===== config.mk =====
export PLATFORM = sky130hd
export DESIGN_NAME = motor_second_order_compensator_top
export DESIGN_NICKNAME = d
export VERILOG_FILES = /design/src/rtl/msoc_pkg.sv /design/src/rtl/motor_second_order_compensator_top.sv
export SDC_FILE = /design/constraint.sdc
export NUM_CORES = 2
export LEC_CHECK = 0
export BUFFER_PORTS_ARGS = -buffer_cell sky130_fd_sc_hd__buf_2
export CORE_UTILIZATION = 58
export CTS_BUF_LIST = sky130_fd_sc_hd__clkbuf_8
export DETAILED_ROUTE_END_ITERATION = 12
export GPL_TIMING_DRIVEN = 1
export PLACE_DENSITY = 0.77
export SYNTH_ARGS = -nofsm -noshare
export SYNTH_HDL_FRONTEND = slang
export SYNTH_SLANG_ARGS = --single-unit

===== constraint.sdc =====
create_clock -name clk -period 28.7 [get_ports clk]
set_clock_uncertainty 0.1 [all_clocks]
set_input_delay 5.74 -clock clk [delete_from_list [all_inputs] [get_ports clk]]
set_output_delay 5.74 -clock clk [all_outputs]
set_load 0.01 [all_outputs]

===== src/rtl/msoc_pkg.sv =====
// shared types and constants for the second-order motor compensator
`default_nettype none

package msoc_pkg;

	// width of the signed speed error and of its history
	localparam int ERROR_WIDTH = 16;

	// stream beat widths, rounded up to whole bytes
	localparam int IN_TDATA_W  = ((ERROR_WIDTH + 7) / 8) * 8;
	localparam int POWER_W     = 8;
	localparam int CONTROL_W   = 32;
	localparam int OUT_TDATA_W = POWER_W + CONTROL_W;

	// bracketed sum: exact width, never below the 48-bit clamp width
	localparam int S_CLAMP_W = 48;
	localparam int S_W       = (ERROR_WIDTH + 18 > S_CLAMP_W) ? ERROR_WIDTH + 18 : S_CLAMP_W;

	// shared multiplier operand and product widths
	localparam int MUL_A_W = 33;
	localparam int MUL_B_W = 17;
	localparam int MUL_P_W = MUL_A_W + MUL_B_W;

	// full-precision Q.22 accumulator
	localparam int T_W = 64;

	// configuration port
	localparam int ADDR_W = 5;
	localparam int DATA_W = 32;

	// register indexes
	typedef enum logic [2:0] {
		REG_OUT_COEF_ONE = 3'd0,
		REG_OUT_COEF_TWO = 3'd1,
		REG_ERR_COEF_ONE = 3'd2,
		REG_ERR_COEF_TWO = 3'd3,
		REG_LOOP_GAIN    = 3'd4,
		REG_POWER_HI     = 3'd5,
		REG_POWER_LO     = 3'd6
	} reg_idx_t;

	// sequencer states, one multiply issued per ST_MUL step
	typedef enum logic [3:0] {
		ST_IDLE,
		ST_MUL_A,
		ST_MUL_B,
		ST_MUL_X,
		ST_MUL_Y,
		ST_MUL_LO,
		ST_MUL_HI,
		ST_ACC_HI,
		ST_DONE
	} state_t;

endpackage

`default_nettype wire


===== src/rtl/motor_second_order_compensator_top.sv =====
// second-order discrete compensator with drive power saturation
//
// input stream: one beat carries one signed speed error per sample tick.
// output stream: one beat per input beat, carrying the drive power clamped
// between the lower and upper power limits and the Q24.8 control value
// saturated to 32 bits.
// configuration: APB-style port, registers at byte address 4*index; write
// only while no sample is in flight.
// sequencing: an accepted input beat runs through the steps MUL_A, MUL_B,
// MUL_X, MUL_Y, MUL_LO, MUL_HI, ACC_HI and DONE, whose end loads the result
// beat; a new input is accepted in the cycle after the result is loaded.
// The single shared 33x17 multiplier runs six products in turn (two error
// taps, two output taps and the gain product split into two halves), each
// product registered and folded into an accumulator in the next step.
// stall: the result sits in an output register; if it is not taken, the
// finished sample waits in its last step and s_tready stays low.
// reset: history and output valid clear, coefficients go to zero, gain to
// 1.0, power limits to +100 and -100.
`default_nettype none

module motor_second_order_compensator_top (
	input  wire logic                             clk,
	input  wire logic                             arst_n,
	// input stream: [ERROR_WIDTH-1:0] speed_error
	input  wire logic                             s_tvalid,
	output logic                                  s_tready,
	input  wire logic [msoc_pkg::IN_TDATA_W-1:0]  s_tdata,
	// output stream: [7:0] drive_power, [39:8] control_value
	output logic                                  m_tvalid,
	input  wire logic                             m_tready,
	output logic [msoc_pkg::OUT_TDATA_W-1:0]      m_tdata,
	// configuration port
	input  wire logic                             psel,
	input  wire logic                             penable,
	input  wire logic                             pwrite,
	input  wire logic [msoc_pkg::ADDR_W-1:0]      paddr,
	input  wire logic [msoc_pkg::DATA_W-1:0]      pwdata,
	output logic [msoc_pkg::DATA_W-1:0]           prdata,
	output logic                                  pready
);

	localparam int EW = msoc_pkg::ERROR_WIDTH;
	localparam int SW = msoc_pkg::S_W;
	localparam int TW = msoc_pkg::T_W;

	// configuration registers
	logic signed [15:0] out_coef_one_q, out_coef_two_q;
	logic signed [15:0] err_coef_one_q, err_coef_two_q;
	logic signed [15:0] loop_gain_q;
	logic signed [7:0]  power_hi_q, power_lo_q;

	// history
	logic signed [31:0]   last_output_q, older_output_q;
	logic signed [EW-1:0] last_error_q, older_error_q;

	// working registers
	msoc_pkg::state_t                      state_q, state_d;
	logic signed [EW-1:0]                  err_q;
	logic signed [SW-1:0]                  s_q;
	logic signed [msoc_pkg::S_CLAMP_W-1:0] sc_q;
	logic signed [TW-1:0]                  t_q;
	logic signed [msoc_pkg::MUL_P_W-1:0]   prod_q;

	// output register
	logic                                  out_valid_q;
	logic signed [7:0]                     power_q;
	logic signed [31:0]                    control_q;

	logic                                  wr_en;
	logic                                  in_beat;
	logic                                  out_load;

	// ---------------------------------------------------------------
	// configuration port

	assign pready = 1'b1;
	assign wr_en  = psel && penable && pwrite;

	// register write
	always_ff @(posedge clk or negedge arst_n) begin
		if (!arst_n) begin
			out_coef_one_q <= '0;
			out_coef_two_q <= '0;
			err_coef_one_q <= '0;
			err_coef_two_q <= '0;
			loop_gain_q    <= 16'sd256;
			power_hi_q     <= 8'sd100;
			power_lo_q     <= -8'sd100;
		end else if (wr_en) begin
			case (paddr[4:2])
				msoc_pkg::REG_OUT_COEF_ONE: out_coef_one_q <= pwdata[15:0];
				msoc_pkg::REG_OUT_COEF_TWO: out_coef_two_q <= pwdata[15:0];
				msoc_pkg::REG_ERR_COEF_ONE: err_coef_one_q <= pwdata[15:0];
				msoc_pkg::REG_ERR_COEF_TWO: err_coef_two_q <= pwdata[15:0];
				msoc_pkg::REG_LOOP_GAIN:    loop_gain_q    <= pwdata[15:0];
				msoc_pkg::REG_POWER_HI:     power_hi_q     <= pwdata[7:0];
				msoc_pkg::REG_POWER_LO:     power_lo_q     <= pwdata[7:0];
				default: ;
			endcase
		end
	end

	// register read
	always_comb begin
		case (paddr[4:2])
			msoc_pkg::REG_OUT_COEF_ONE: prdata = {16'h0000, out_coef_one_q};
			msoc_pkg::REG_OUT_COEF_TWO: prdata = {16'h0000, out_coef_two_q};
			msoc_pkg::REG_ERR_COEF_ONE: prdata = {16'h0000, err_coef_one_q};
			msoc_pkg::REG_ERR_COEF_TWO: prdata = {16'h0000, err_coef_two_q};
			msoc_pkg::REG_LOOP_GAIN:    prdata = {16'h0000, loop_gain_q};
			msoc_pkg::REG_POWER_HI:     prdata = {24'h000000, power_hi_q};
			msoc_pkg::REG_POWER_LO:     prdata = {24'h000000, power_lo_q};
			default:                    prdata = '0;
		endcase
	end

	// ---------------------------------------------------------------
	// sequencer

	assign s_tready = (state_q == msoc_pkg::ST_IDLE);
	assign in_beat  = s_tvalid && s_tready;
	assign out_load = (state_q == msoc_pkg::ST_DONE) && (!out_valid_q || m_tready);

	always_ff @(posedge clk or negedge arst_n) begin
		if (!arst_n) begin
			state_q <= msoc_pkg::ST_IDLE;
		end else begin
			state_q <= state_d;
		end
	end

	// next state
	always_comb begin
		state_d = state_q;
		unique case (state_q)
			msoc_pkg::ST_IDLE:   if (s_tvalid) state_d = msoc_pkg::ST_MUL_A;
			msoc_pkg::ST_MUL_A:  state_d = msoc_pkg::ST_MUL_B;
			msoc_pkg::ST_MUL_B:  state_d = msoc_pkg::ST_MUL_X;
			msoc_pkg::ST_MUL_X:  state_d = msoc_pkg::ST_MUL_Y;
			msoc_pkg::ST_MUL_Y:  state_d = msoc_pkg::ST_MUL_LO;
			msoc_pkg::ST_MUL_LO: state_d = msoc_pkg::ST_MUL_HI;
			msoc_pkg::ST_MUL_HI: state_d = msoc_pkg::ST_ACC_HI;
			msoc_pkg::ST_ACC_HI: state_d = msoc_pkg::ST_DONE;
			msoc_pkg::ST_DONE:   if (out_load) state_d = msoc_pkg::ST_IDLE;
			default:             state_d = msoc_pkg::ST_IDLE;
		endcase
	end

	// ---------------------------------------------------------------
	// shared multiplier

	logic signed [msoc_pkg::MUL_A_W-1:0] op_a;
	logic signed [msoc_pkg::MUL_B_W-1:0] op_b;
	logic signed [msoc_pkg::MUL_P_W-1:0] mul_p;

	// operand select per step
	always_comb begin
		op_a = '0;
		op_b = '0;
		unique case (state_q)
			msoc_pkg::ST_MUL_A: begin
				op_a = msoc_pkg::MUL_A_W'(last_error_q);
				op_b = msoc_pkg::MUL_B_W'(err_coef_one_q);
			end
			msoc_pkg::ST_MUL_B: begin
				op_a = msoc_pkg::MUL_A_W'(older_error_q);
				op_b = msoc_pkg::MUL_B_W'(err_coef_two_q);
			end
			msoc_pkg::ST_MUL_X: begin
				op_a = msoc_pkg::MUL_A_W'(last_output_q);
				op_b = msoc_pkg::MUL_B_W'(out_coef_one_q);
			end
			msoc_pkg::ST_MUL_Y: begin
				op_a = msoc_pkg::MUL_A_W'(older_output_q);
				op_b = msoc_pkg::MUL_B_W'(out_coef_two_q);
			end
			msoc_pkg::ST_MUL_LO: begin
				// low half of the clamped sum, unsigned
				op_a = {9'b0_0000_0000, sc_q[23:0]};
				op_b = msoc_pkg::MUL_B_W'(loop_gain_q);
			end
			msoc_pkg::ST_MUL_HI: begin
				// high half of the clamped sum, signed
				op_a = msoc_pkg::MUL_A_W'($signed(sc_q[47:24]));
				op_b = msoc_pkg::MUL_B_W'(loop_gain_q);
			end
			default: ;
		endcase
	end

	assign mul_p = op_a * op_b;

	// ---------------------------------------------------------------
	// accumulators

	logic signed [EW-1:0]                  err_in;
	logic signed [SW-1:0]                  prod_s;
	logic signed [TW-1:0]                  prod_t;
	logic signed [TW-1:0]                  t_add;
	logic                                  s_ovf;
	logic signed [msoc_pkg::S_CLAMP_W-1:0] s_clamped;

	assign err_in = s_tdata[EW-1:0];
	assign prod_s = SW'(prod_q);
	assign prod_t = TW'(prod_q);

	// sum clamps to 48 bits when its upper bits disagree
	assign s_ovf     = !((&s_q[SW-1:47]) || !(|s_q[SW-1:47]));
	assign s_clamped = s_ovf ? (s_q[SW-1] ? 48'sh8000_0000_0000 : 48'sh7FFF_FFFF_FFFF)
	                         : s_q[47:0];

	// addend of the Q.22 accumulator per step
	always_comb begin
		t_add = '0;
		unique case (state_q)
			msoc_pkg::ST_MUL_Y:  t_add = -prod_t;
			msoc_pkg::ST_MUL_LO: t_add = -prod_t;
			msoc_pkg::ST_MUL_HI: t_add = prod_t;
			msoc_pkg::ST_ACC_HI: t_add = prod_t <<< 24;
			default: ;
		endcase
	end

	// datapath registers
	always_ff @(posedge clk) begin
		prod_q <= mul_p;
		if (in_beat) begin
			err_q <= err_in;
			s_q   <= SW'(err_in) <<< 14;
			t_q   <= '0;
		end
		if (state_q == msoc_pkg::ST_MUL_B || state_q == msoc_pkg::ST_MUL_X) begin
			s_q <= s_q + prod_s;
		end
		if (state_q == msoc_pkg::ST_MUL_Y) begin
			sc_q <= s_clamped;
		end
		if (state_q == msoc_pkg::ST_MUL_Y || state_q == msoc_pkg::ST_MUL_LO ||
		    state_q == msoc_pkg::ST_MUL_HI || state_q == msoc_pkg::ST_ACC_HI) begin
			t_q <= t_q + t_add;
		end
	end

	// ---------------------------------------------------------------
	// shift, saturate and clamp

	logic               u_ok;
	logic signed [31:0] u_sat;
	logic signed [31:0] max_lim, min_lim;
	logic signed [7:0]  p_trunc;
	logic signed [7:0]  p_out;

	// floor shift by 14, then saturate to 32 bits
	assign u_ok  = (&t_q[63:45]) || !(|t_q[63:45]);
	assign u_sat = u_ok ? t_q[45:14] : (t_q[63] ? 32'sh8000_0000 : 32'sh7FFF_FFFF);

	assign max_lim = {{16{power_hi_q[7]}}, power_hi_q, 8'h00};
	assign min_lim = {{16{power_lo_q[7]}}, power_lo_q, 8'h00};

	// divide by 256 toward zero: floor, plus one for negative with a fraction
	assign p_trunc = u_sat[15:8] + {7'b000_0000, u_sat[31] & (|u_sat[7:0])};

	always_comb begin
		priority if (u_sat > max_lim) begin
			p_out = power_hi_q;
		end else if (u_sat < min_lim) begin
			p_out = power_lo_q;
		end else begin
			p_out = p_trunc;
		end
	end

	// history shift
	always_ff @(posedge clk or negedge arst_n) begin
		if (!arst_n) begin
			last_output_q  <= '0;
			older_output_q <= '0;
			last_error_q   <= '0;
			older_error_q  <= '0;
		end else if (out_load) begin
			older_output_q <= last_output_q;
			last_output_q  <= u_sat;
			older_error_q  <= last_error_q;
			last_error_q   <= err_q;
		end
	end

	// output beat register
	always_ff @(posedge clk or negedge arst_n) begin
		if (!arst_n) begin
			out_valid_q <= 1'b0;
		end else if (out_load) begin
			out_valid_q <= 1'b1;
		end else if (m_tready) begin
			out_valid_q <= 1'b0;
		end
	end

	always_ff @(posedge clk) begin
		if (out_load) begin
			power_q   <= p_out;
			control_q <= u_sat;
		end
	end

	assign m_tvalid = out_valid_q;
	assign m_tdata  = {control_q, power_q};

	// ---------------------------------------------------------------
	// assertions

	// an accepted sample blocks the input until it is finished
	assert property (@(posedge clk) disable iff (!arst_n)
		(s_tvalid && s_tready) |=> !s_tready)
		else $error("input accepted while a sample is in flight");

	// a new result beat only comes from the final step
	assert property (@(posedge clk) disable iff (!arst_n)
		$rose(m_tvalid) |-> $past(state_q == msoc_pkg::ST_DONE))
		else $error("result beat raised outside the final step");

	// a free output slot lets the final step finish at once
	assert property (@(posedge clk) disable iff (!arst_n)
		(state_q == msoc_pkg::ST_DONE && !m_tvalid) |=>
		(state_q == msoc_pkg::ST_IDLE && m_tvalid))
		else $error("final step stuck with a free output slot");

endmodule

`default_nettype wire

==> qor.yml <==
clock_tree:
  postCtsHoldBufs: 0
  clock_latency_ns: 0.72
  tritoncts: "built"
  cts.htree.levels: 3
  cts_buffers: 81
  cts_resized: 0
  cts_root_buf: "clkbuf_8"
  cts.clk_slew.worst_paths_ns: 0.07
  cts_setup_buffers: 0
  cts_buffer_depth: 3
  cts.sinks: 463
sta:
  finalHoldViolations: 0
  fin_crit_ns: 13.38
  fmax_ghz: 0.0747
  period_share: 0.466
  fin_setup_tns_ns: 0
  rsz0062_at_grt: "no"
  max_slew.worst_pin.slew_ns: 1.26
  slew-limit-headroom: 0.154
  setup_viol: 0
  drv_slew: 0
grt:
  grt_usage: 0.351
  grt_pass1_wl_microns: 218000
  grt_max_degree: 85
  first_global_vias: 37400
  antenna_found_initial: 0
  gr-total-overflow: 0
cells_and_area:
  nNetsFinal: 5947
  fin_util: 0.627
  drive_gt1_frac: 0.0914
  syn_to_final_growth_pct: 6.87
synthesis:
  avgSynthCellArea_sq_um: 9.10
  syn_area_sq_mm: 0.0464
  synth-edff-count: 216
  synth_compound_gate_area_share: 0.115
  seq_area_frac_synth: 0.268
  synth_top_area_cell: "fa_1"
  ys_ff_latch: 463
  synth_top_area_frac: 0.228
  syn_inst: 5103
  synth-simple-area-share: 0.164
  synth_ff_type: "edfxtp_1"
  ys_types: 84
  synth_top_family_by_area: "adder cells"
  yosys-top-cells-area: "fa_1, edfxtp_1, dfrtp_1"
  synth-xor-area-share: 0.0339
  synth_fa_ha_area_frac: 0.302
  synth_mux_area_frac: 0.0438
  yosys_warnings: 0
  async_flop_share: 0.425
flow_run:
  maxCapViolCount: 0
die:
  rows: 103
  io_pins: 135
  die_h_microns: 285
  coreArea_sq_mm: 0.0791
  die_area_sq_mm: 0.0812
  start_util: 0.587
  die_w_microns: 285
detailed_routing:
  vias: 38000
  drt_wl_total_microns: 140000
  drc: 0
  drt_iter0_drc: 4355
  avgRoutedWirePerCell_microns: 22.6
  routed_via_density: 6.12
  detail-route-antenna-nets: 0
  dr.pass1.iters: 7
placement:
  hpwl_microns: 105000
  port_buffers: 99
  place.gp.congestion: 0.974
worst_setup_path:
  path_class: "in -> out"
  critPathCaptureType: "output port"
  worstPathArrival_ns: 7.54
  cp_max_fo: 27
  start_kind: "primary input"
  required_ns: 22.86
hold_path:
  hp-class: "reg -> reg"
status:
  status: "complete, no violations"
[metal layers]
| layer | wire length [microns] | part of all wire | global-route usage | up-vias |
|---|---|---|---|---|
| met5 | 0 | 0 | 0 | - |
| met4 | 7040 | 0.050 | 0.152 | 0 |
| met3 | 16000 | 0.11 | 0.0886 | 359 |
| met2 | 60800 | 0.43 | 0.517 | 2136 |
| met1 | 56400 | 0.40 | 0.492 | 18700 |
| li1 | - | - | - | 16800 |
[final cells by class]
type	instances	area, sq um
sequential	463	12400
clock buffer	96	1320
antenna	1	2.50
timing repair buffer	154	917
fill	6534	29500
multi-input combinational	3772	30800
clock inverter	56	578
inverter	611	2300
tap	1050	1310
[synth_stat cells, types with 31 or more instances]
master,instances
edfxtp_1,216
dfxtp_1,50
a22oi_1,31
o21ai_0,193
nor2_1,560
xnor2_1,104
nor3_1,49
nand4_1,63
and3_1,36
mux2i_1,42
fa_1,529
ha_1,275
o21a_1,31
nand3_1,46
a31oi_1,36
xor2_1,76
inv_1,611
clkbuf_1,231
mux2_2,114
dfrtp_1,189
a21oi_1,227
a21o_1,122
nand2_1,807
[worst paths after layout]
path / start / end / slack [ns] / cells after the start
max: paddr[4] / prdata[15] / 15.32 / 6
min: err_q[1]$_DFFE_PP_ / last_error_q[1]$_DFFE_PN0P_ / 0.32 / 2
max reg2reg: state_q[1]$_DFFE_PN0P_ / prod_q[39]$_DFF_P_ / 18.53 / 27
min reg2reg: err_q[1]$_DFFE_PP_ / last_error_q[1]$_DFFE_PN0P_ / 0.32 / 2
max in group asynchronous: arst_n / state_q[1]$_DFFE_PN0P_ / 21.45 / 3
min in group asynchronous: arst_n / loop_gain_q[1]$_DFFE_PN0P_ / 5.01 / 1
[layout by cell type, fill, tap and decap left out, types with 76 or more instances in the layout]
cell type,instances
clkbuf_8,97
fa_1,529
o21ai_0,193
buf_2,98
xor2_1,76
inv_1,622
a21oi_1,222
edfxtp_1,216
a21o_1,122
nor2_1,559
mux2_2,114
nand2_1,805
ha_1,275
dfrtp_1,187
xnor2_1,104
[cell families after synthesis]
kind of cell,count (synthesis)
buffers and inverters,883
and+or+nand+nor,1760
AOI/OAI and AO/OA,840
DFF,463
other,2
xor gates and xnor gates,180
adders and majority gates,804
muxes,171
[flip-flops by register name, summed over array words and instances (netlist names), 32 cells and up]
signal and flops:
last_output_q 32, prod_q 50, sc_q 48, t_q 64, s_clamped 48, older_output_q 32
control_q 32
[stage by stage]
stage               hold WS [ns]  cells  setup WS (ns)  cell area, sq um
detailed placement         0.325   6050          15.31             47700
finish                     0.319   6203          15.32             49600
floorplan                  0.315   5118          15.34             46500
global placement           0.318   6050          15.33             47700
global route               0.335   6202          15.17             49600
CTS                        0.311   6202          15.30             49600
[worst max-delay path: stages]
cell	delay, ns
buf_2	0.44
nor2b_1	0.27
nor2b_1	0.64
nand2_1	0.10
o21ai_0	0.13
buf_2	0.21
Power is left out: the tool's default activity adds up to more than one toggle a clock period on the data nets, which glitch-free logic cannot reach.
